`config.mk`:
```
export PLATFORM = sky130hd
export DESIGN_NAME = sprite_row_run_length_encoder_unit_flat
export DESIGN_NICKNAME = d
export VERILOG_FILES = /design/src/rtl/srle_pkg.sv /design/src/rtl/srle_ifs.sv /design/src/rtl/sprite_row_run_length_encoder_unit.sv /design/src/rtl/srle_colour_ram.sv /design/src/rtl/srle_packer.sv /design/src/rtl/srle_ctrl.sv /design/src/flat_wrapper.sv
export SDC_FILE = /design/constraint.sdc
export NUM_CORES = 1
export LEC_CHECK = 0
export BUFFER_PORTS_ARGS = -buffer_cell sky130_fd_sc_hd__buf_2
export CORE_ASPECT_RATIO = 0.9
export CORE_MARGIN = 4
export CORE_UTILIZATION = 47
export CTS_BUF_LIST = sky130_fd_sc_hd__clkbuf_8
export DETAILED_ROUTE_END_ITERATION = 7
export PLACE_DENSITY = 0.63
export SYNTH_ARGS = -nofsm -noshare
export SYNTH_HDL_FRONTEND = slang
export SYNTH_SLANG_ARGS = --single-unit
```
`constraint.sdc`:
```
create_clock -name clock -period 4.07 [get_ports clock]
set_input_delay 0.814 -clock clock [delete_from_list [all_inputs] [get_ports clock]]
set_output_delay 0.814 -clock clock [all_outputs]
set_load 0.01 [all_outputs]
```
`src/rtl/srle_pkg.sv`:
```
// ----------------------------------------------------------------------------
// Sprite row RLE package
// Shared constants, codes and types of the sprite row run-length encoder.
// ----------------------------------------------------------------------------
package srle_pkg;

   localparam int MAX_WIDTH = 128;
   localparam int COL_AW    = $clog2(MAX_WIDTH);
   localparam logic [7:0] RUN_CAP = 8'd255;

   localparam logic [7:0] WIDTH_RESET  = 8'd16;
   localparam logic [7:0] HEIGHT_RESET = 8'd16;

   typedef enum logic {
      CSR_SPRITE_WIDTH  = 1'b0,
      CSR_SPRITE_HEIGHT = 1'b1
   } csr_index_type;

   typedef enum logic [2:0] {
      S_IDLE,
      S_CNT,
      S_COL,
      S_GAP,
      S_PUT,
      S_FLUSH
   } state_type;

   typedef enum logic {
      PH_KIND,
      PH_ROW
   } phase_type;

   // One step of the bit packer: eight bits (wide) or two bits, or a flush.
   typedef struct packed {
      logic       step;
      logic       wide;
      logic [7:0] bits;
      logic       flush;
      logic       last;
   } pack_req_type;

endpackage

```
`src/rtl/srle_ifs.sv`:
```
// ----------------------------------------------------------------------------
// Sprite row RLE channel interfaces
// Valid/ready channels for pixels in and encoded bytes out.
// ----------------------------------------------------------------------------
interface srle_req_if;
   logic       valid;
   logic       ready;
   logic [2:0] pixel;

   modport source (output valid, output pixel, input ready);
   modport sink (input valid, input pixel, output ready);
endinterface

interface srle_rsp_if;
   logic       valid;
   logic       ready;
   logic [7:0] out_byte;
   logic       image_done;

   modport source (output valid, output out_byte, output image_done, input ready);
   modport sink (input valid, input out_byte, input image_done, output ready);
endinterface

```
`src/rtl/sprite_row_run_length_encoder_unit.sv`:
```
// ----------------------------------------------------------------------------
// Sprite row run-length encoder
// Codes sprite rows as alternating transparent and opaque runs, each an
// 8-bit count with the 2-bit colours of opaque runs, packed MSB first.
// ----------------------------------------------------------------------------
// A pixel that extends the current run only adds to it; one that closes a run
// first sends the run's count, the colours of a closed opaque run and, after a
// capped run, an empty run. A row end sends its last run; an image end then flushes.
// Each code step waits while the output register holds an untaken byte; a byte is
// visible on rsp in the cycle after the step that completes it. Synchronous reset gives
// an empty image and size registers of 16; the colour store keeps its contents.
module sprite_row_run_length_encoder_unit (
   input  logic                    clock,
   input  logic                    reset,
   input  logic                    csr_we,
   input  srle_pkg::csr_index_type csr_index,
   input  logic [7:0]              csr_wdata,
   srle_req_if.sink                req_chan,
   srle_rsp_if.source              rsp_chan
);

   localparam int AW = srle_pkg::COL_AW;

   // Controller to colour store.
   logic          ram_we;
   logic [AW-1:0] ram_waddr;
   logic [1:0]    ram_wdata;
   logic [AW-1:0] ram_raddr;
   logic [1:0]    ram_rdata;

   // Controller to packer: one code step per cycle when the output slot is
   // free.
   srle_pkg::pack_req_type pack_req;
   logic                   slot_free;

   // The controller owns run state and the pixel transaction handshake.
   srle_ctrl u_ctrl (
      .clock     (clock),
      .reset     (reset),
      .csr_we    (csr_we),
      .csr_index (csr_index),
      .csr_wdata (csr_wdata),
      .in_valid  (req_chan.valid),
      .in_pixel  (req_chan.pixel),
      .in_ready  (req_chan.ready),
      .ram_we    (ram_we),
      .ram_waddr (ram_waddr),
      .ram_wdata (ram_wdata),
      .ram_raddr (ram_raddr),
      .ram_rdata (ram_rdata),
      .pack_req  (pack_req),
      .slot_free (slot_free)
   );

   // Colours of the open opaque run, indexed by position within the run.
   srle_colour_ram u_colour_ram (
      .clock (clock),
      .we    (ram_we),
      .waddr (ram_waddr),
      .wdata (ram_wdata),
      .raddr (ram_raddr),
      .rdata (ram_rdata)
   );

   // The packer holds the output register, so the result transaction can
   // wait while the controller keeps taking pixels that extend the open run.
   srle_packer u_packer (
      .clock     (clock),
      .reset     (reset),
      .pack_req  (pack_req),
      .slot_free (slot_free),
      .rsp_valid (rsp_chan.valid),
      .rsp_ready (rsp_chan.ready),
      .rsp_byte  (rsp_chan.out_byte),
      .rsp_done  (rsp_chan.image_done)
   );

`ifndef SYNTHESIS
   // No code bits are produced in the cycle a pixel is taken.
   a_accept_no_pack: assert property (@(posedge clock) disable iff (reset)
      (req_chan.valid && req_chan.ready) |-> !pack_req.step)
      else $error("pack step during pixel transaction");

   // Colour writes never overlap a run being read out.
   a_write_no_pack: assert property (@(posedge clock) disable iff (reset)
      ram_we |-> !pack_req.step)
      else $error("colour write during code step");

   // A completed flush returns the block to accepting pixels.
   a_flush_idle: assert property (@(posedge clock) disable iff (reset)
      (pack_req.step && pack_req.flush && slot_free) |=> req_chan.ready)
      else $error("not ready after image flush");
`endif

endmodule

```
`src/rtl/srle_colour_ram.sv`:
```
// ----------------------------------------------------------------------------
// Sprite row RLE colour store
// One write port and one read port; read data is registered.
// ----------------------------------------------------------------------------
module srle_colour_ram (
   input  logic                       clock,
   input  logic                       we,
   input  logic [srle_pkg::COL_AW-1:0] waddr,
   input  logic [1:0]                 wdata,
   input  logic [srle_pkg::COL_AW-1:0] raddr,
   output logic [1:0]                 rdata
);

   logic [1:0] colour_mem [srle_pkg::MAX_WIDTH];
   logic [1:0] rdata_ff;

   always_ff @(posedge clock) begin
      if (we) begin
         colour_mem[waddr] <= wdata;
      end
      rdata_ff <= colour_mem[raddr];
   end

   assign rdata = rdata_ff;

endmodule

```
`src/rtl/srle_packer.sv`:
```
// ----------------------------------------------------------------------------
// Sprite row RLE bit packer
// Collects code bits MSB first and loads finished bytes into the output
// register.
// ----------------------------------------------------------------------------
module srle_packer (
   input  logic                   clock,
   input  logic                   reset,
   input  srle_pkg::pack_req_type pack_req,
   output logic                   slot_free,
   output logic                   rsp_valid,
   input  logic                   rsp_ready,
   output logic [7:0]             rsp_byte,
   output logic                   rsp_done
);

   logic [6:0] acc_ff, acc_in;
   logic [2:0] held_ff, held_in;
   logic       valid_ff, valid_in;
   logic [7:0] byte_ff, byte_in;
   logic       done_ff, done_in;

   logic [15:0] cat;
   logic [3:0]  total;
   logic [3:0]  excess;
   logic        emit;
   logic [7:0]  word;
   logic        take;

   assign slot_free = !valid_ff || rsp_ready;
   assign take      = pack_req.step && slot_free;

   always_comb begin
      if (pack_req.wide) begin
         cat   = (16'(acc_ff) << 8) | 16'(pack_req.bits);
         total = 4'(held_ff) + 4'd8;
      end else begin
         cat   = (16'(acc_ff) << 2) | 16'(pack_req.bits[1:0]);
         total = 4'(held_ff) + 4'd2;
      end
      excess = total - 4'd8;

      acc_in  = acc_ff;
      held_in = held_ff;
      emit    = 1'b0;
      word    = 8'(cat >> excess[2:0]);

      if (pack_req.flush) begin
         // Leftover bits go out left-aligned.
         emit    = held_ff != 3'd0;
         word    = 8'(16'(acc_ff) << (4'd8 - 4'(held_ff)));
         acc_in  = '0;
         held_in = '0;
      end else if (total >= 4'd8) begin
         emit    = 1'b1;
         acc_in  = cat[6:0];
         held_in = excess[2:0];
      end else begin
         acc_in  = cat[6:0];
         held_in = total[2:0];
      end

      valid_in = valid_ff;
      byte_in  = byte_ff;
      done_in  = done_ff;
      if (take && emit) begin
         valid_in = 1'b1;
         byte_in  = word;
         done_in  = pack_req.flush || (pack_req.last && excess == 4'd0);
      end else if (rsp_ready) begin
         valid_in = 1'b0;
      end
   end

   always_ff @(posedge clock) begin
      if (reset) begin
         acc_ff   <= '0;
         held_ff  <= '0;
         valid_ff <= 1'b0;
      end else begin
         if (take) begin
            acc_ff  <= acc_in;
            held_ff <= held_in;
         end
         valid_ff <= valid_in;
      end
   end

   always_ff @(posedge clock) begin
      byte_ff <= byte_in;
      done_ff <= done_in;
   end

   assign rsp_valid = valid_ff;
   assign rsp_byte  = byte_ff;
   assign rsp_done  = done_ff;

endmodule

```
`src/rtl/srle_ctrl.sv`:
```
// ----------------------------------------------------------------------------
// Sprite row RLE controller
// Tracks runs, columns and rows, keeps the colour store and sequences the
// code bits of each closed run into the packer.
// ----------------------------------------------------------------------------
module srle_ctrl (
   input  logic                        clock,
   input  logic                        reset,
   input  logic                        csr_we,
   input  srle_pkg::csr_index_type     csr_index,
   input  logic [7:0]                  csr_wdata,
   input  logic                        in_valid,
   input  logic [2:0]                  in_pixel,
   output logic                        in_ready,
   output logic                        ram_we,
   output logic [srle_pkg::COL_AW-1:0] ram_waddr,
   output logic [1:0]                  ram_wdata,
   output logic [srle_pkg::COL_AW-1:0] ram_raddr,
   input  logic [1:0]                  ram_rdata,
   output srle_pkg::pack_req_type      pack_req,
   input  logic                        slot_free
);

   localparam int AW = srle_pkg::COL_AW;

   srle_pkg::state_type state_ff, state_in;
   srle_pkg::phase_type phase_ff, phase_in;
   logic          mode_ff, mode_in;
   logic [7:0]    len_ff, len_in;
   logic [7:0]    col_ff, col_in;
   logic [7:0]    row_ff, row_in;
   logic [AW-1:0] idx_ff, idx_in;
   logic [2:0]    pix_ff, pix_in;
   logic [7:0]    width_ff, height_ff;

   logic [7:0] w_eff;
   logic [7:0] h_eff;
   logic [2:0] put_pix;
   logic       row_end;
   logic       image_end;
   logic       do_put;
   logic       close_done;
   logic       in_kind;
   logic       pix_kind;

   always_ff @(posedge clock) begin
      if (reset) begin
         width_ff  <= srle_pkg::WIDTH_RESET;
         height_ff <= srle_pkg::HEIGHT_RESET;
      end else if (csr_we) begin
         unique case (csr_index)
            srle_pkg::CSR_SPRITE_WIDTH:  width_ff  <= csr_wdata;
            srle_pkg::CSR_SPRITE_HEIGHT: height_ff <= csr_wdata;
         endcase
      end
   end

   always_comb begin
      w_eff = width_ff;
      if (width_ff == 8'd0) begin
         w_eff = 8'd1;
      end else if (width_ff > 8'(srle_pkg::MAX_WIDTH)) begin
         w_eff = 8'(srle_pkg::MAX_WIDTH);
      end
      h_eff = (height_ff == 8'd0) ? 8'd1 : height_ff;
   end

   assign put_pix   = (state_ff == srle_pkg::S_IDLE) ? in_pixel : pix_ff;
   assign row_end   = (9'(col_ff) + 9'd1) >= 9'(w_eff);
   assign image_end = (9'(row_ff) + 9'd1) >= 9'(h_eff);
   assign in_kind   = ~in_pixel[2];
   assign pix_kind  = ~pix_ff[2];
   assign in_ready  = state_ff == srle_pkg::S_IDLE;

   always_comb begin
      state_in   = state_ff;
      phase_in   = phase_ff;
      mode_in    = mode_ff;
      len_in     = len_ff;
      col_in     = col_ff;
      row_in     = row_ff;
      idx_in     = idx_ff;
      pix_in     = pix_ff;
      do_put     = 1'b0;
      close_done = 1'b0;
      pack_req   = '0;
      ram_raddr  = idx_ff;

      unique case (state_ff)
         srle_pkg::S_IDLE: begin
            if (in_valid) begin
               pix_in = in_pixel;
               if (in_kind != mode_ff || len_ff >= srle_pkg::RUN_CAP) begin
                  phase_in = srle_pkg::PH_KIND;
                  state_in = srle_pkg::S_CNT;
               end else begin
                  do_put = 1'b1;
               end
            end
         end
         srle_pkg::S_CNT: begin
            pack_req.step = 1'b1;
            pack_req.wide = 1'b1;
            pack_req.bits = len_ff;
            ram_raddr     = '0;
            if (!(mode_ff && len_ff != 8'd0)) begin
               pack_req.last = phase_ff == srle_pkg::PH_ROW && image_end;
            end
            if (slot_free) begin
               if (mode_ff && len_ff != 8'd0) begin
                  idx_in   = '0;
                  state_in = srle_pkg::S_COL;
               end else begin
                  close_done = 1'b1;
               end
            end
         end
         srle_pkg::S_COL: begin
            pack_req.step = 1'b1;
            pack_req.bits = {6'd0, ram_rdata};
            if ((9'(idx_ff) + 9'd1) == 9'(len_ff)) begin
               pack_req.last = phase_ff == srle_pkg::PH_ROW && image_end;
            end
            // Keep the read one entry ahead of the packer.
            ram_raddr = slot_free ? AW'(9'(idx_ff) + 9'd1) : idx_ff;
            if (slot_free) begin
               if ((9'(idx_ff) + 9'd1) == 9'(len_ff)) begin
                  close_done = 1'b1;
               end else begin
                  idx_in = AW'(9'(idx_ff) + 9'd1);
               end
            end
         end
         srle_pkg::S_GAP: begin
            // Empty run of the other kind after a capped run.
            pack_req.step = 1'b1;
            pack_req.wide = 1'b1;
            if (slot_free) begin
               mode_in  = ~mode_ff;
               state_in = srle_pkg::S_PUT;
            end
         end
         srle_pkg::S_PUT: begin
            do_put   = 1'b1;
            state_in = srle_pkg::S_IDLE;
         end
         srle_pkg::S_FLUSH: begin
            pack_req.step  = 1'b1;
            pack_req.flush = 1'b1;
            if (slot_free) begin
               row_in   = '0;
               state_in = srle_pkg::S_IDLE;
            end
         end
         default: begin
            state_in = srle_pkg::S_IDLE;
         end
      endcase

      if (close_done) begin
         len_in = '0;
         if (phase_ff == srle_pkg::PH_KIND) begin
            mode_in  = ~mode_ff;
            state_in = (pix_kind == mode_ff) ? srle_pkg::S_GAP : srle_pkg::S_PUT;
         end else begin
            mode_in = 1'b0;
            col_in  = '0;
            if (image_end) begin
               state_in = srle_pkg::S_FLUSH;
            end else begin
               row_in   = row_ff + 8'd1;
               state_in = srle_pkg::S_IDLE;
            end
         end
      end

      if (do_put) begin
         len_in = len_ff + 8'd1;
         if (row_end) begin
            phase_in = srle_pkg::PH_ROW;
            state_in = srle_pkg::S_CNT;
         end else begin
            col_in = col_ff + 8'd1;
         end
      end
   end

   assign ram_we    = do_put && mode_ff && (len_ff < 8'(srle_pkg::MAX_WIDTH));
   assign ram_waddr = len_ff[AW-1:0];
   assign ram_wdata = put_pix[1:0];

   always_ff @(posedge clock) begin
      if (reset) begin
         state_ff <= srle_pkg::S_IDLE;
         phase_ff <= srle_pkg::PH_KIND;
         mode_ff  <= 1'b0;
         len_ff   <= '0;
         col_ff   <= '0;
         row_ff   <= '0;
         idx_ff   <= '0;
      end else begin
         state_ff <= state_in;
         phase_ff <= phase_in;
         mode_ff  <= mode_in;
         len_ff   <= len_in;
         col_ff   <= col_in;
         row_ff   <= row_in;
         idx_ff   <= idx_in;
      end
   end

   always_ff @(posedge clock) begin
      pix_ff <= pix_in;
   end

endmodule
```
`src/flat_wrapper.sv`:
```
// flat-port wrapper written by rule: the top's interface ports become plain ports
module sprite_row_run_length_encoder_unit_flat 
  (clock, reset, csr_we, csr_index, csr_wdata, req_chan_valid, req_chan_pixel, req_chan_ready, rsp_chan_valid, rsp_chan_out_byte, rsp_chan_image_done, rsp_chan_ready);
  srle_req_if req_chan_i ();
  srle_rsp_if rsp_chan_i ();
  input  logic clock;
  input  logic reset;
  input  logic csr_we;
  input  srle_pkg::csr_index_type csr_index;
  input  logic [7:0] csr_wdata;
  input wire logic [$bits(req_chan_i.valid)-1:0] req_chan_valid;
  input wire logic [$bits(req_chan_i.pixel)-1:0] req_chan_pixel;
  output wire logic [$bits(req_chan_i.ready)-1:0] req_chan_ready;
  output wire logic [$bits(rsp_chan_i.valid)-1:0] rsp_chan_valid;
  output wire logic [$bits(rsp_chan_i.out_byte)-1:0] rsp_chan_out_byte;
  output wire logic [$bits(rsp_chan_i.image_done)-1:0] rsp_chan_image_done;
  input wire logic [$bits(rsp_chan_i.ready)-1:0] rsp_chan_ready;
  assign req_chan_i.valid = req_chan_valid;
  assign req_chan_i.pixel = req_chan_pixel;
  assign req_chan_ready = req_chan_i.ready;
  assign rsp_chan_valid = rsp_chan_i.valid;
  assign rsp_chan_out_byte = rsp_chan_i.out_byte;
  assign rsp_chan_image_done = rsp_chan_i.image_done;
  assign rsp_chan_i.ready = rsp_chan_ready;
  sprite_row_run_length_encoder_unit u_core (.clock(clock), .reset(reset), .csr_we(csr_we), .csr_index(csr_index), .csr_wdata(csr_wdata), .req_chan(req_chan_i), .rsp_chan(rsp_chan_i));
endmodule
```
==> metrics.json, run 1 <==
{
  "hold_class": {"value": "in -> reg"},
  "cts_repair_resize_count": {"value": 0},
  "timing.rr.start": {"value": "u_core.u_ctrl.state_ff[0]$_SDFF_PP0_"},
  "critPathKind": {"value": "reg -> reg"},
  "total_leakage_power": {"value": 6.074, "unit": "nW"},
  "max-vdd-ir-drop": {"value": 0.3154, "unit": "mV"},
  "fin_setup_tns": {"value": 0, "unit": "ps"},
  "timing.critical_path.to_type": {"value": "register"},
  "power.density_cell_area": {"value": 504.1, "unit": "mW/mm²"},
  "clock_tree.root_cell": {"value": "sky130_fd_sc_hd__clkbuf_8"},
  "drive_above_1_share": {"value": 0.1036},
  "setup_viol": {"value": 0},
  "clock-skew-final": {"value": 23.47, "unit": "ps"},
  "grt_pass1_vias": {"value": 11600},
  "number_of_drc_violations_after_detailed_routing_iteration_0": {"value": 1231},
  "number_of_antenna_violations_at_the_first_check_in_global_routing": {"value": 0},
  "grt.total_usage": {"value": 0.2252},
  "post_place_cell_area": {"value": 0.01662, "unit": "mm²"},
  "yosys_warnings": {"value": 0},
  "deepest_clock_path_buffer_count": {"value": 3},
  "htree_num_levels": {"value": 2},
  "synth_top_area_frac": {"value": 0.5071},
  "synth.avg_cell_area": {"value": 10.48, "unit": "µm²"},
  "dr_total_vias": {"value": 12030},
  "holdBufCountCts": {"value": 0},
  "grt_first_pass_wirelength": {"value": 66.14, "unit": "mm"},
  "timing.final.hold_violations": {"value": 0},
  "firstDrtPassIters": {"value": 6},
  "grt_max_degree": {"value": 64},
  "post_synth_inst_count": {"value": 1515},
  "ys_top_cells_by_area": {"value": "sky130_fd_sc_hd__edfxtp_1 (51%), sky130_fd_sc_hd__dfxtp_1 (8.1%), sky130_fd_sc_hd__nand2_1 (5.8%), sky130_fd_sc_hd__nor2_1 (5.2%), sky130_fd_sc_hd__mux2i_1 (3.7%)"},
  "clock_insertion_delay_worst_skew": {"value": 600, "unit": "ps"},
  "cap_violations": {"value": 0},
  "arrival_time_worst_endpoint": {"value": 4080, "unit": "ps"},
  "period_needed": {"value": 3553, "unit": "ps"},
  "critPathLaunchType": {"value": "register"},
  "rsz_0062_raised_after_global_routing": {"value": "false"},
  "worst_setup_hold_path_clk_slew": {"value": 60, "unit": "ps"},
  "wire_per_inst": {"value": 20.97, "unit": "µm"},
  "post_drt_via_cell_ratio": {"value": 5.968},
  "post_layout_net_count": {"value": 1597},
  "edff_count_synth": {"value": 268},
  "drt-total-wl": {"value": 42.25, "unit": "mm"},
  "netlist-cell-type-count": {"value": 75},
  "max_freq": {"value": 0.2815, "unit": "GHz"},
  "core_area": {"value": 0.03311, "unit": "mm²"},
  "post-cts-setup-buffer-count": {"value": 0},
  "synth_ff_type": {"value": "sky130_fd_sc_hd__edfxtp_1"},
  "placement.setup.worst_slack": {"value": 429.9, "unit": "ps"},
  "worst_slew_margin_rel": {"value": 0.2065},
  "syn2layout_area_growth": {"value": 10.54, "unit": "%"},
  "netlist.top_cell.by_area": {"value": "sky130_fd_sc_hd__edfxtp_1"},
  "critical_path.reg2reg.endpoint": {"value": "u_core.u_colour_ram.rdata[1]$_DFF_P_"},
  "post-route-period-util": {"value": 0.8729},
  "timing.critical_path.from": {"value": "u_core.u_ctrl.state_ff[0]$_SDFF_PP0_"},
  "crit_end": {"value": "u_core.u_colour_ram.rdata[1]$_DFF_P_"},
  "postSynthRegisterBits": {"value": 332},
  "cts_made_buffers": {"value": 53},
  "critPathRequiredTime": {"value": 4600, "unit": "ps"},
  "place.detailed.hpwl": {"value": 27.39, "unit": "mm"},
  "status": {"value": "finished clean"},
  "die_width": {"value": 201.7, "unit": "µm"},
  "tritoncts_num_sinks": {"value": 332},
  "top_level_ports": {"value": 28},
  "timing.critical_path.fanout_max": {"value": 25},
  "worst-r2r-cell-count": {"value": 8},
  "setup.reg_to_reg.worst_slack": {"value": 520, "unit": "ps"},
  "cts_tree": {"value": "built"},
  "tightest_slew": {"value": 1190, "unit": "ps"},
  "maxSlewViolCount": {"value": 0},
  "gpl.final_weighted_congestion": {"value": 0.9336},
  "postLayoutCellArea": {"value": 0.01754, "unit": "mm²"},
  "async_flop_share": {"value": 0},
  "timing.hold.ws": {"value": 442.7, "unit": "ps"},
  "floorplan.die_area": {"value": 0.03678, "unit": "mm²"},
  "initial_utilization": {"value": 0.4794},
  "final_critical_path_setup_slack": {"value": 517.5, "unit": "ps"},
  "cell_row_count": {"value": 63},
  "route.detailed.drc": {"value": 0},
  "syn_area": {"value": 0.01587, "unit": "mm²"},
  "global_route.overflow_total": {"value": 0},
  "die_h": {"value": 182.3, "unit": "µm"},
  "ant_cells": {"value": 0},
  "detail-route-antenna-nets": {"value": 0},
  "port-buffer-count": {"value": 27},
  "total_nets_after_synthesis": {"value": 1557},
  "synth.yosys.seq_area_share": {"value": 0.5878}
}
-- metal layers --
layer  vias to the layer above  part of all wire  routed length, µm  global-route usage
met5                         -                 0                  0                   0
met4                         0             0.021                900             0.06124
met3                        69             0.076               3225             0.04193
met2                       490              0.44              18590              0.3425
met1                      5850              0.46              19530              0.3339
li1                       5617                 -                  -                   -
-- cells in the mapped netlist, drive strengths merged (16+ instances only) --
| cell | count |
|---|---|
| a211oi | 16 |
| a21oi | 92 |
| and3 | 20 |
| buf | 46 |
| clkbuf | 50 |
| dfxtp | 64 |
| edfxtp | 268 |
| ha | 25 |
| inv | 19 |
| mux2i | 58 |
| nand2 | 247 |
| nand3 | 94 |
| nor2 | 219 |
| nor3 | 19 |
| o21ai | 36 |
-- state kept, by name, summed over array words and instances (netlist names) --
register and cells:
u_core.u_ctrl.width_ff 8, u_core.u_ctrl.idx_ff 7, u_core.u_colour_ram.rdata 2, u_core.u_ctrl.col_ff 8, u_core.u_colour_ram.colour_mem 256, u_core.u_packer.held_ff 2, u_core.u_packer.rsp_valid 1, u_core.u_ctrl.pix_ff 3
u_core.u_ctrl.mode_ff 1, u_core.u_ctrl.state_ff 3, u_core.u_ctrl.len_ff 8, u_core.u_ctrl.row_ff 8, u_core.u_ctrl.phase_ff 1, u_core.u_packer.rsp_byte 8, u_core.u_packer.acc_ff 7, u_core.u_packer.rsp_done 1
u_core.u_ctrl.height_ff 8
-- per-stage QoR --
stage	cells	utilization	power, W
6_report	2015	0.5299	0.008844
5_1_grt	2015	0.5299	0.009281
4_1_cts	2015	0.5299	0.008884
3_5_place_dp	1922	0.5020	0.006339
3_3_place_gp	1922	0.5020	0.006323
2_1_floorplan	1515	-	0.005614
-- worst min-delay path by stage --
stage / from / end / slack (ps) / cells past startpoint
2_1_floorplan: u_core.u_ctrl.width_ff[0]$_SDFFE_PP0P_ / u_core.u_ctrl.width_ff[0]$_SDFFE_PP0P_ / 440 / 2
3_3_place_gp: u_core.u_ctrl.height_ff[2]$_SDFFE_PP0P_ / u_core.u_ctrl.height_ff[2]$_SDFFE_PP0P_ / 450 / 2
3_5_place_dp: u_core.u_ctrl.height_ff[2]$_SDFFE_PP0P_ / u_core.u_ctrl.height_ff[2]$_SDFFE_PP0P_ / 450 / 2
4_1_cts: req_chan_pixel[2] / u_core.u_ctrl.pix_ff[2]$_DFFE_PP_ / 410 / 1
5_1_grt: req_chan_pixel[0] / u_core.u_ctrl.pix_ff[0]$_DFFE_PP_ / 410 / 1
6_report: req_chan_pixel[2] / u_core.u_ctrl.pix_ff[2]$_DFFE_PP_ / 440 / 1
-- power breakdown --
group | leakage (nW) | switching (W) | internal [W] | total, W
Combinational | 2.58 | 0.00138 | 0.000645 | 0.00202
Sequential | 2.93 | 0.000137 | 0.00413 | 0.00427
Clock | 0.556 | 0.00128 | 0.00127 | 0.00255
Total | 6.07 | 0.00279 | 0.00605 | 0.00884
-- critical path, stage by stage, from the launching register on --
cell                        delay (ps)
sky130_fd_sc_hd__dfxtp_1           970
sky130_fd_sc_hd__or3b_2            570
sky130_fd_sc_hd__o211ai_1          140
sky130_fd_sc_hd__nand3_1           440
sky130_fd_sc_hd__a2111oi_0         640
sky130_fd_sc_hd__buf_4             200
sky130_fd_sc_hd__nor3_1             40
sky130_fd_sc_hd__o21ai_0           290
sky130_fd_sc_hd__a32o_1            200
-- layout make-up --
cell class / count / area (µm²)
sequential: 332 / 9329
timing repair buffer: 81 / 615.6
tap: 422 / 528.0
multi-input combinational: 1068 / 6075
clock buffer: 57 / 784.5
fill: 2943 / 15560
inverter: 19 / 71.32
clock inverter: 36 / 141.4
-- kinds of logic (layout without fill, tap and decap cells) --
kind of cell / after synthesis / in the layout / share of synthesized area
AOI/OAI and AO/OA: 272 / 272 / 0.1165
xor gates and xnor gates: 25 / 25 / 0.01466
adders and majority gates: 25 / 25 / 0.01971
buffers and inverters: 115 / 193 / 0.03169
DFF: 332 / 332 / 0.5878
muxes: 60 / 60 / 0.03800
and+or+nand+nor: 686 / 686 / 0.1916
-- placed cells by master, fill, tap and decap left out, types with 19 or more instances in the layout --
cell / synthesis / layout
sky130_fd_sc_hd__mux2i_1: 58 / 58
sky130_fd_sc_hd__a21oi_1: 92 / 92
sky130_fd_sc_hd__dfxtp_1: 64 / 64
sky130_fd_sc_hd__ha_1: 25 / 25
sky130_fd_sc_hd__nand2_1: 245 / 243
sky130_fd_sc_hd__inv_1: 19 / 42
sky130_fd_sc_hd__and3_1: 20 / 19
sky130_fd_sc_hd__nand3_1: 94 / 93
sky130_fd_sc_hd__nor3_1: 19 / 19
sky130_fd_sc_hd__edfxtp_1: 268 / 268
sky130_fd_sc_hd__buf_4: 2 / 48
sky130_fd_sc_hd__clkbuf_8: 0 / 57
sky130_fd_sc_hd__o21ai_0: 33 / 33
sky130_fd_sc_hd__nor2_1: 219 / 219
sky130_fd_sc_hd__buf_2: 33 / 27
Note: power is estimated with default switching activity, not from simulation.
==> inputs of run 2 (changes only) <==
--- a/config.mk
+++ b/config.mk
@@ -5,11 +5,13 @@
 export SDC_FILE = /design/constraint.sdc
 export NUM_CORES = 1
 export LEC_CHECK = 0
+export ABC_AREA = 1
 export BUFFER_PORTS_ARGS = -buffer_cell sky130_fd_sc_hd__buf_2
 export CORE_ASPECT_RATIO = 0.9
 export CORE_MARGIN = 4
 export CORE_UTILIZATION = 47
 export CTS_BUF_LIST = sky130_fd_sc_hd__clkbuf_8
+export CTS_CLUSTER_SIZE = 16
 export DETAILED_ROUTE_END_ITERATION = 7
 export PLACE_DENSITY = 0.63
 export SYNTH_ARGS = -nofsm -noshare
==> run 2 against run 1 <==
Compared with the run above:
- critical path depth rose by 4
- sequential share of layout area fell by 0.22 points
- cell count rose by 12%
- power rose by 54%
- utilization rose by 0.22 points
==> metrics.json, run 2 <==
{
  "route.detailed.drc": {"value": 0, "change": "unchanged"},
  "clock_insertion_delay_worst_skew": {"value": 610, "unit": "ps", "change": "about the same"},
  "post_place_cell_area": {"value": 0.01650, "unit": "mm²", "change": "-0.71%"},
  "status": {"value": "finished clean"},
  "initial_utilization": {"value": 0.4798, "change": "about the same"},
  "ant_cells": {"value": 0, "change": "unchanged"},
  "worst_setup_hold_path_clk_slew": {"value": 70, "unit": "ps", "change": "about the same"},
  "final-seq-area": {"value": 0.009329, "unit": "mm²", "change": "unchanged"},
  "total_nets_after_synthesis": {"value": 1794, "change": "+15%"},
  "syn_area": {"value": 0.01589, "unit": "mm²", "change": "about the same"},
  "floorplan.die_area": {"value": 0.03681, "unit": "mm²", "change": "about the same"},
  "htree_num_levels": {"value": 2, "change": "unchanged"},
  "worst_slew_margin_rel": {"value": 0.4474, "change": "+0.2409"},
  "finish.utilization": {"value": 0.5321, "change": "+0.002192"},
  "synth.avg_cell_area": {"value": 9.067, "unit": "µm²", "change": "-13%"},
  "critPathKind": {"value": "reg -> reg"},
  "grt_first_pass_wirelength": {"value": 65.39, "unit": "mm", "change": "-1.1%"},
  "post-cts-setup-buffer-count": {"value": 0, "change": "unchanged"},
  "hold_path.startpoint": {"value": "req_chan_pixel[1]"},
  "post-route-period-util": {"value": 0.7891, "change": "-0.08378"},
  "syn2layout_area_growth": {"value": 10.90, "unit": "%"},
  "arrival_time_worst_endpoint": {"value": 3550, "unit": "ps", "change": "-530 ps"},
  "global_route.overflow_total": {"value": 0, "change": "unchanged"},
  "top_level_ports": {"value": 28, "change": "unchanged"},
  "cts_made_buffers": {"value": 54, "change": "+1.9%"},
  "cts_tree": {"value": "built"},
  "maxSlewViolCount": {"value": 0, "change": "unchanged"},
  "timing.critical_path.to_type": {"value": "register"},
  "place.detailed.hpwl": {"value": 25.87, "unit": "mm", "change": "-5.5%"},
  "timing.hold.ws": {"value": 410.1, "unit": "ps", "change": "-32.65 ps"},
  "cts_repair_resize_count": {"value": 0, "change": "unchanged"},
  "largest_register_ffs": {"value": 256, "change": "unchanged"},
  "synth.yosys.seq_area_share": {"value": 0.5873, "change": "about the same"},
  "post_layout_net_count": {"value": 1829, "change": "+15%"},
  "core_area": {"value": 0.03311, "unit": "mm²", "change": "unchanged"},
  "netlist.top_cell.by_area": {"value": "sky130_fd_sc_hd__edfxtp_1"},
  "die_h": {"value": 182.4, "unit": "µm", "change": "about the same"},
  "synth_commonest_cells": {"value": "sky130_fd_sc_hd__nand2_1 (468), sky130_fd_sc_hd__nand3_1 (328), sky130_fd_sc_hd__edfxtp_1 (268)"},
  "fill_cells": {"value": 3075, "change": "+4.5%"},
  "cell_row_count": {"value": 63, "change": "unchanged"},
  "gpl.final_weighted_congestion": {"value": 0.8855, "change": "-5.2%"},
  "postLayoutCellArea": {"value": 0.01762, "unit": "mm²", "change": "+0.41%"},
  "total_leakage_power": {"value": 6.625, "unit": "nW", "change": "+9.1%"},
  "placement.setup.worst_slack": {"value": 809.7, "unit": "ps", "change": "+379.8 ps"},
  "deepest_clock_path_buffer_count": {"value": 3, "change": "unchanged"},
  "critical_path.reg2reg.endpoint": {"value": "u_core.u_colour_ram.colour_mem[11][0]$_DFFE_PP_"},
  "post_drt_via_cell_ratio": {"value": 5.564, "change": "-6.8%"},
  "drt-total-wl": {"value": 41.30, "unit": "mm", "change": "-2.2%"},
  "firstDrtPassIters": {"value": 6, "change": "unchanged"},
  "timing.critical_path.fanout_max": {"value": 13, "change": "-48%"},
  "edff_count_synth": {"value": 268, "change": "unchanged"},
  "ys_top_cells_by_area": {"value": "sky130_fd_sc_hd__edfxtp_1 (51%), sky130_fd_sc_hd__nand2_1 (11%), sky130_fd_sc_hd__nand3_1 (10%), sky130_fd_sc_hd__dfxtp_1 (8.1%), sky130_fd_sc_hd__nor2_1 (5.0%)"},
  "grt_pass1_vias": {"value": 12090, "change": "+4.3%"},
  "power.density_cell_area": {"value": 772.5, "unit": "mW/mm²", "change": "+53%"},
  "clock-skew-final": {"value": 27.84, "unit": "ps", "change": "+4.369 ps"},
  "dr_total_vias": {"value": 12540, "change": "+4.2%"},
  "netlist-cell-type-count": {"value": 44, "change": "-41%"},
  "timing.hold.worst_path_depth": {"value": 1, "change": "unchanged"},
  "worst-r2r-cell-count": {"value": 12, "change": "+4"},
  "final_cell_mix": {"value": "sky130_fd_sc_hd__nand2_1 (465), sky130_fd_sc_hd__nand3_1 (328), sky130_fd_sc_hd__edfxtp_1 (268)"},
  "critPathRequiredTime": {"value": 4410, "unit": "ps", "change": "-190 ps"},
  "timing.rr.start": {"value": "u_core.u_ctrl.len_ff[1]$_SDFFE_PP0P_"},
  "die_width": {"value": 201.8, "unit": "µm", "change": "about the same"},
  "port-buffer-count": {"value": 27, "change": "unchanged"},
  "period_needed": {"value": 3212, "unit": "ps", "change": "-341.0 ps"},
  "setup.reg_to_reg.worst_slack": {"value": 860, "unit": "ps", "change": "+340 ps"},
  "max_freq": {"value": 0.3114, "unit": "GHz", "change": "+11%"},
  "tritoncts_num_sinks": {"value": 332, "change": "unchanged"},
  "number_of_antenna_violations_at_the_first_check_in_global_routing": {"value": 0, "change": "unchanged"},
  "mostFrequentLayoutCell": {"value": "sky130_fd_sc_hd__nand2_1"},
  "setup_viol": {"value": 0, "change": "unchanged"},
  "drive_above_1_share": {"value": 0.08793, "change": "-0.01565"},
  "grt_max_degree": {"value": 69, "change": "+7.8%"},
  "whs_endpoint": {"value": "u_core.u_ctrl.pix_ff[1]$_DFFE_PP_"},
  "wire_per_inst": {"value": 18.33, "unit": "µm", "change": "-13%"},
  "hold_class": {"value": "in -> reg"},
  "detail-route-antenna-nets": {"value": 0, "change": "unchanged"},
  "holdBufCountCts": {"value": 0, "change": "unchanged"},
  "critPathLaunchType": {"value": "register"},
  "yosys_warnings": {"value": 0, "change": "unchanged"},
  "cap_violations": {"value": 0, "change": "unchanged"},
  "rsz_0062_raised_after_global_routing": {"value": "false"},
  "post_synth_inst_count": {"value": 1752, "change": "+16%"},
  "final_critical_path_setup_slack": {"value": 858.5, "unit": "ps", "change": "+341.0 ps"},
  "fin_setup_tns": {"value": 0, "unit": "ps", "change": "unchanged"},
  "synth_ff_type": {"value": "sky130_fd_sc_hd__edfxtp_1"},
  "clock_tree.root_cell": {"value": "sky130_fd_sc_hd__clkbuf_8"},
  "async_flop_share": {"value": 0, "change": "unchanged"},
  "yosysMostFrequentCell": {"value": "sky130_fd_sc_hd__nand2_1"},
  "grt.total_usage": {"value": 0.2208, "change": "-0.004405"},
  "postSynthRegisterBits": {"value": 332, "change": "unchanged"},
  "synth_top_area_frac": {"value": 0.5066, "change": "about the same"},
  "max_flop_register": {"value": "u_core.u_colour_ram.colour_mem"},
  "max-vdd-ir-drop": {"value": 0.7639, "unit": "mV", "change": "+140%"},
  "timing.final.hold_violations": {"value": 0, "change": "unchanged"},
  "tightest_slew": {"value": 828.0, "unit": "ps", "change": "-362.3 ps"},
  "multiInputGateArea": {"value": 0.005812, "unit": "mm²", "change": "-4.3%"},
  "number_of_drc_violations_after_detailed_routing_iteration_0": {"value": 1139, "change": "-7.5%"}
}
==> run 2: cell types whose count changed after synthesis, moves of 20 or more <==
cell / before / now
sky130_fd_sc_hd__inv_1: 19 / 91
sky130_fd_sc_hd__nand3_1: 94 / 328
sky130_fd_sc_hd__and3_1: 20 / 0
sky130_fd_sc_hd__a21oi_1: 92 / 58
sky130_fd_sc_hd__nand2_1: 245 / 468
sky130_fd_sc_hd__clkbuf_1: 50 / 14
sky130_fd_sc_hd__mux2i_1: 58 / 0
==> run 2: cell families (layout without fill, tap and decap cells) <==
logic type      count (synthesis)  count (layout)  share of synthesized area
simple gates                 1057            1057                     0.2848
flops                         332             332                     0.5873
buf+inv                       182             261                    0.04907
compound gates                139             139                    0.04978
fa+ha+maj                      25              25                    0.01969
xor+xnor                       17              17                   0.009373
==> run 2: power by group <==
part           internal, W  switching [W]  leakage [nW]  total [W]
logic              0.00171        0.00436          3.03    0.00607
clock network      0.00164        0.00134         0.654    0.00298
registers          0.00439       0.000172          2.94    0.00456
total              0.00774        0.00587          6.62     0.0136
==> run 2: critical path, cell delays in order (launching register included) <==
cell                      delay, ps
sky130_fd_sc_hd__dfxtp_1        500
sky130_fd_sc_hd__ha_1           230
sky130_fd_sc_hd__nand2_1        110
sky130_fd_sc_hd__nor2_1         200
sky130_fd_sc_hd__nand2_1        150
sky130_fd_sc_hd__o21a_1         200
sky130_fd_sc_hd__nand2_1         50
sky130_fd_sc_hd__nand2_1         40
sky130_fd_sc_hd__nand2_1        400
sky130_fd_sc_hd__inv_1          330
sky130_fd_sc_hd__nand4_1        250
sky130_fd_sc_hd__buf_4          340
sky130_fd_sc_hd__nor2_1         120
==> run 2: cell type report <==
cell class	instances	area share
multi-input combinational	1238	0.3299
clock buffer	62	0.04844
inverter	106	0.02259
timing repair buffer	55	0.02457
tap	422	0.02997
clock inverter	38	0.01499
sequential	332	0.5295
==> run 2: worst max path at each step <==
stage,depth (start not counted),endpoint,startpoint,slack (ps)
finish,12,u_core.u_colour_ram.colour_mem[11][0]$_DFFE_PP_,u_core.u_ctrl.len_ff[1]$_SDFFE_PP0P_,860
global route,17,u_core.u_ctrl.col_ff[1]$_SDFF_PP0_,u_core.u_ctrl.width_ff[0]$_SDFFE_PP0P_,520
CTS,12,u_core.u_colour_ram.colour_mem[11][0]$_DFFE_PP_,u_core.u_ctrl.len_ff[1]$_SDFFE_PP0P_,940
detailed placement,15,u_core.u_colour_ram.rdata[0]$_DFF_P_,rsp_chan_ready,810
global placement,15,u_core.u_colour_ram.rdata[1]$_DFF_P_,rsp_chan_ready,870
floorplan,5,u_core.u_colour_ram.colour_mem[0][0]$_DFFE_PP_,u_core.u_ctrl.state_ff[0]$_SDFF_PP0_,1100
==> run 2: per-layer routing <==
layer | global-route usage | share of wire | vias to the layer above
met5 | 0 | 0 | -
met4 | 0.05850 | 0.019 | 0
met3 | 0.03554 | 0.072 | 67
met2 | 0.3460 | 0.45 | 410
met1 | 0.3226 | 0.46 | 5981
li1 | - | - | 6078
==> run 2: metrics by stage <==
| step | total power, W | std cells |
|---|---|---|
| after floorplan | 0.008809 | 1752 |
| after global placement | 0.01061 | 2153 |
| after detailed placement | 0.01066 | 2153 |
| after CTS | 0.01365 | 2253 |
| after global routing | 0.01452 | 2253 |
| final | 0.01361 | 2253 |
==> inputs of run 3 (changes only) <==
--- a/config.mk
+++ b/config.mk
@@ -5,7 +5,7 @@
 export SDC_FILE = /design/constraint.sdc
 export NUM_CORES = 1
 export LEC_CHECK = 0
-export ABC_AREA = 1
+export ABC_AREA = 0
 export BUFFER_PORTS_ARGS = -buffer_cell sky130_fd_sc_hd__buf_2
 export CORE_ASPECT_RATIO = 0.9
 export CORE_MARGIN = 4
==> constraint.sdc (replaced) <==
create_clock -name clock -period 3.28 [get_ports clock]
set_input_delay 0.656 -clock clock [delete_from_list [all_inputs] [get_ports clock]]
set_output_delay 0.656 -clock clock [all_outputs]
set_load 0.01 [all_outputs]
==> run 3 against run 2 <==
Compared with the run above:
- die area about the same
- critical path depth down 1
- register-to-register slack worse by 690 ps
- wire length is 3.3% higher
- combinational power shrank 55%
- clock skew up 22 ps
==> metrics.json, run 3 (synthesized netlist as in run 1, its figures left out) <==
{
  "core_area": {"value": 0.03311, "unit": "mm²", "change": "unchanged"},
  "clock_tree.root_cell": {"value": "sky130_fd_sc_hd__clkbuf_8"},
  "pwr-share-seq": {"value": 0.460, "change": "+0.125"},
  "syn2layout_area_growth": {"value": 13.58, "unit": "%"},
  "die_h": {"value": 182.3, "unit": "µm", "change": "about the same"},
  "timing.critical_path.to_type": {"value": "register"},
  "drt-total-wl": {"value": 42.67, "unit": "mm", "change": "+3.3%"},
  "max_flop_register": {"value": "u_core.u_colour_ram.colour_mem"},
  "timing.critical_path.fanout_max": {"value": 15, "change": "+2"},
  "max_freq": {"value": 0.3211, "unit": "GHz", "change": "+3.1%"},
  "setup.reg_to_reg.worst_slack": {"value": 170, "unit": "ps", "change": "-690 ps"},
  "timing.rr.start": {"value": "u_core.u_ctrl.idx_ff[1]$_SDFFE_PP0P_"},
  "placement.setup.worst_slack": {"value": 32.87, "unit": "ps", "change": "-776.9 ps"},
  "status": {"value": "finished clean"},
  "mostFrequentLayoutCell": {"value": "sky130_fd_sc_hd__edfxtp_1"},
  "dr.max_layer_used": {"value": "met4"},
  "clock-skew-final": {"value": 50.04, "unit": "ps", "change": "+22.20 ps"},
  "fin_setup_tns": {"value": 0, "unit": "ps", "change": "unchanged"},
  "grt_first_pass_wirelength": {"value": 66.79, "unit": "mm", "change": "+2.1%"},
  "dr_total_vias": {"value": 12120, "change": "-3.3%"},
  "net_sw_frac": {"value": 0.3129, "change": "-0.1187"},
  "place.detailed.hpwl": {"value": 27.74, "unit": "mm", "change": "+7.2%"},
  "switchingPower": {"value": 0.003570, "unit": "W", "change": "-39%"},
  "floorplan.die_area": {"value": 0.03678, "unit": "mm²", "change": "about the same"},
  "tightest_slew": {"value": 950.1, "unit": "ps", "change": "+122.0 ps"},
  "post-cts-setup-buffer-count": {"value": 0, "change": "unchanged"},
  "max-vdd-ir-drop": {"value": 0.3597, "unit": "mV", "change": "-53%"},
  "critPathRequiredTime": {"value": 3760, "unit": "ps", "change": "-650 ps"},
  "worst_setup_hold_path_clk_slew": {"value": 60, "unit": "ps", "change": "about the same"},
  "dpl.cell_count": {"value": 1965, "change": "-8.7%"},
  "arrival_time_worst_endpoint": {"value": 3590, "unit": "ps", "change": "+40 ps"},
  "top_level_ports": {"value": 28, "change": "unchanged"},
  "post_layout_net_count": {"value": 1641, "change": "-10%"},
  "grt.total_usage": {"value": 0.2276, "change": "+0.006781"},
  "post_layout_nonfiller_instances": {"value": 2064, "change": "-8.4%"},
  "cts_tree": {"value": "built"},
  "total_leakage_power": {"value": 6.361, "unit": "nW", "change": "-4.0%"},
  "final_critical_path_setup_slack": {"value": 165.5, "unit": "ps", "change": "-693.0 ps"},
  "post_drt_via_cell_ratio": {"value": 5.874, "change": "+5.6%"},
  "rsz_0062_raised_after_global_routing": {"value": "false"},
  "number_of_drc_violations_after_detailed_routing_iteration_0": {"value": 1222, "change": "+7.3%"},
  "timing.hold.worst_path_depth": {"value": 1, "change": "unchanged"},
  "maxSlewViolCount": {"value": 0, "change": "unchanged"},
  "met2WireLength": {"value": 18.42, "unit": "mm", "change": "-0.48%"},
  "post-route-period-util": {"value": 0.9495, "change": "+0.1605"},
  "detail-route-antenna-nets": {"value": 0, "change": "unchanged"},
  "firstDrtPassIters": {"value": 5, "change": "-1"},
  "drive_above_1_share": {"value": 0.1346, "change": "+0.04666"},
  "met3WireLength": {"value": 3.305, "unit": "mm", "change": "+10%"},
  "largest_register_ffs": {"value": 256, "change": "unchanged"},
  "cell_row_count": {"value": 63, "change": "unchanged"},
  "cap_violations": {"value": 0, "change": "unchanged"},
  "grt_pass1_vias": {"value": 11660, "change": "-3.6%"},
  "hold_path.startpoint": {"value": "req_chan_pixel[2]"},
  "ant_cells": {"value": 0, "change": "unchanged"},
  "cts_made_buffers": {"value": 54, "change": "unchanged"},
  "wire_per_inst": {"value": 20.67, "unit": "µm", "change": "+13%"},
  "power.share.clock": {"value": 0.302, "change": "+0.083"},
  "share_comb_of_total_power": {"value": 0.238, "change": "-0.208"},
  "power.density_cell_area": {"value": 632.9, "unit": "mW/mm²", "change": "-18%"},
  "worst_slew_margin_rel": {"value": 0.3666, "change": "-0.08075"},
  "postLayoutCellArea": {"value": 0.01803, "unit": "mm²", "change": "+2.3%"},
  "timing.final.hold_violations": {"value": 0, "change": "unchanged"},
  "post_place_cell_area": {"value": 0.01699, "unit": "mm²", "change": "+3.0%"},
  "die_width": {"value": 201.7, "unit": "µm", "change": "about the same"},
  "holdBufCountCts": {"value": 0, "change": "unchanged"},
  "whs_endpoint": {"value": "u_core.u_ctrl.pix_ff[2]$_DFFE_PP_"},
  "number_of_antenna_violations_at_the_first_check_in_global_routing": {"value": 0, "change": "unchanged"},
  "route.detailed.drc": {"value": 0, "change": "unchanged"},
  "worst-r2r-cell-count": {"value": 11, "change": "-1"},
  "port-buffer-count": {"value": 27, "change": "unchanged"},
  "setup_viol": {"value": 0, "change": "unchanged"},
  "gpl.final_weighted_congestion": {"value": 0.9186, "change": "+3.7%"},
  "global_route.overflow_total": {"value": 0, "change": "unchanged"},
  "critPathKind": {"value": "reg -> reg"},
  "critPathLaunchType": {"value": "register"},
  "intPower": {"value": 0.007840, "unit": "W", "change": "+1.4%"},
  "clock_insertion_delay_worst_skew": {"value": 620, "unit": "ps", "change": "about the same"},
  "htree_num_levels": {"value": 2, "change": "unchanged"},
  "hold_class": {"value": "in -> reg"},
  "critical_path.reg2reg.endpoint": {"value": "u_core.u_colour_ram.rdata[0]$_DFF_P_"},
  "finish.utilization": {"value": 0.5445, "change": "+0.01240"},
  "initial_utilization": {"value": 0.4794, "change": "about the same"},
  "final_cell_mix": {"value": "sky130_fd_sc_hd__edfxtp_1 (268), sky130_fd_sc_hd__nand2_1 (243), sky130_fd_sc_hd__nor2_1 (219)"},
  "period_needed": {"value": 3114, "unit": "ps", "change": "-97.04 ps"},
  "tritoncts_num_sinks": {"value": 332, "change": "unchanged"},
  "deepest_clock_path_buffer_count": {"value": 3, "change": "unchanged"},
  "grt_max_degree": {"value": 79, "change": "+14%"},
  "cts_repair_resize_count": {"value": 0, "change": "unchanged"},
  "detailed_routing_wirelength_on_met1": {"value": 19.54, "unit": "mm", "change": "+2.8%"}
}
run 3: changes by cell type in the layout (fill, tap and decap cells not counted), sizes merged, moves of 14 or more:
cell,previous run,this run
a311oi,0,15
nand2b,0,15
buf,55,124
and2,0,14
nand2,474,247
nor3,5,19
a21oi,60,92
and3,0,20
a211oi,2,16
nand3,332,94
mux2i,0,58
inv,122,41
run 3: critical path: stages (launching register included):
cell                        delay, ps
sky130_fd_sc_hd__dfxtp_1          460
sky130_fd_sc_hd__ha_2             350
sky130_fd_sc_hd__and3b_1          180
sky130_fd_sc_hd__a32oi_1          340
sky130_fd_sc_hd__and2_2           400
sky130_fd_sc_hd__buf_4            300
sky130_fd_sc_hd__nand3_1          110
sky130_fd_sc_hd__a211oi_1         380
sky130_fd_sc_hd__nor4b_1          100
sky130_fd_sc_hd__buf_4            160
sky130_fd_sc_hd__nand4_1           70
sky130_fd_sc_hd__o2111ai_1        110
run 3: area by class of cell:
class	count	area, µm²
clock buffers	62	853.3
clock inverters	37	177.7
fillers	2932	15080
inverters	19	71.32
multi-input cells	1068	6078
flip-flops and latches	332	9330
well taps	422	528.0
repair buffers	124	988.4
run 3: worst max path at each step:
stage                                                 to                              startpoint  slack, ps  cells past startpoint
finish              u_core.u_colour_ram.rdata[0]$_DFF_P_    u_core.u_ctrl.idx_ff[1]$_SDFFE_PP0P_        170                     11
global placement    u_core.u_colour_ram.rdata[1]$_DFF_P_                          rsp_chan_ready        110                     12
global route        u_core.u_colour_ram.rdata[0]$_DFF_P_    u_core.u_ctrl.idx_ff[1]$_SDFFE_PP0P_         20                     11
floorplan             u_core.u_ctrl.col_ff[2]$_SDFF_PP0_  u_core.u_ctrl.width_ff[1]$_SDFFE_PP0P_        340                     13
detailed placement  u_core.u_colour_ram.rdata[0]$_DFF_P_                          rsp_chan_ready         30                     12
CTS                 u_core.u_colour_ram.rdata[0]$_DFF_P_    u_core.u_ctrl.idx_ff[1]$_SDFFE_PP0P_        150                     11
run 3: metrics by stage:
step,hold WS [ps],total power [W]
after floorplan,436.1,0.006967
after global placement,445.5,0.007994
after detailed placement,455.4,0.008020
after CTS,220.9,0.01146
after global routing,232.3,0.01195
final,259.0,0.01141
run 3: layer usage:
| layer | up-vias | global-route usage |
|---|---|---|
| met5 | - | 0 |
| met4 | 0 | 0.08065 |
| met3 | 98 | 0.03856 |
| met2 | 467 | 0.3354 |
| met1 | 5865 | 0.3413 |
| li1 | 5693 | - |
run 3: power groups by stage:
stage	Clock [W]	Sequential, W	Combinational [W]
4_1_cts	0.00352	0.00525	0.00270
6_report	0.00344	0.00525	0.00272
3_3_place_gp	0	0.00534	0.00266
3_5_place_dp	0	0.00534	0.00268
5_1_grt	0.00371	0.00526	0.00298
2_1_floorplan	0	0.00531	0.00165
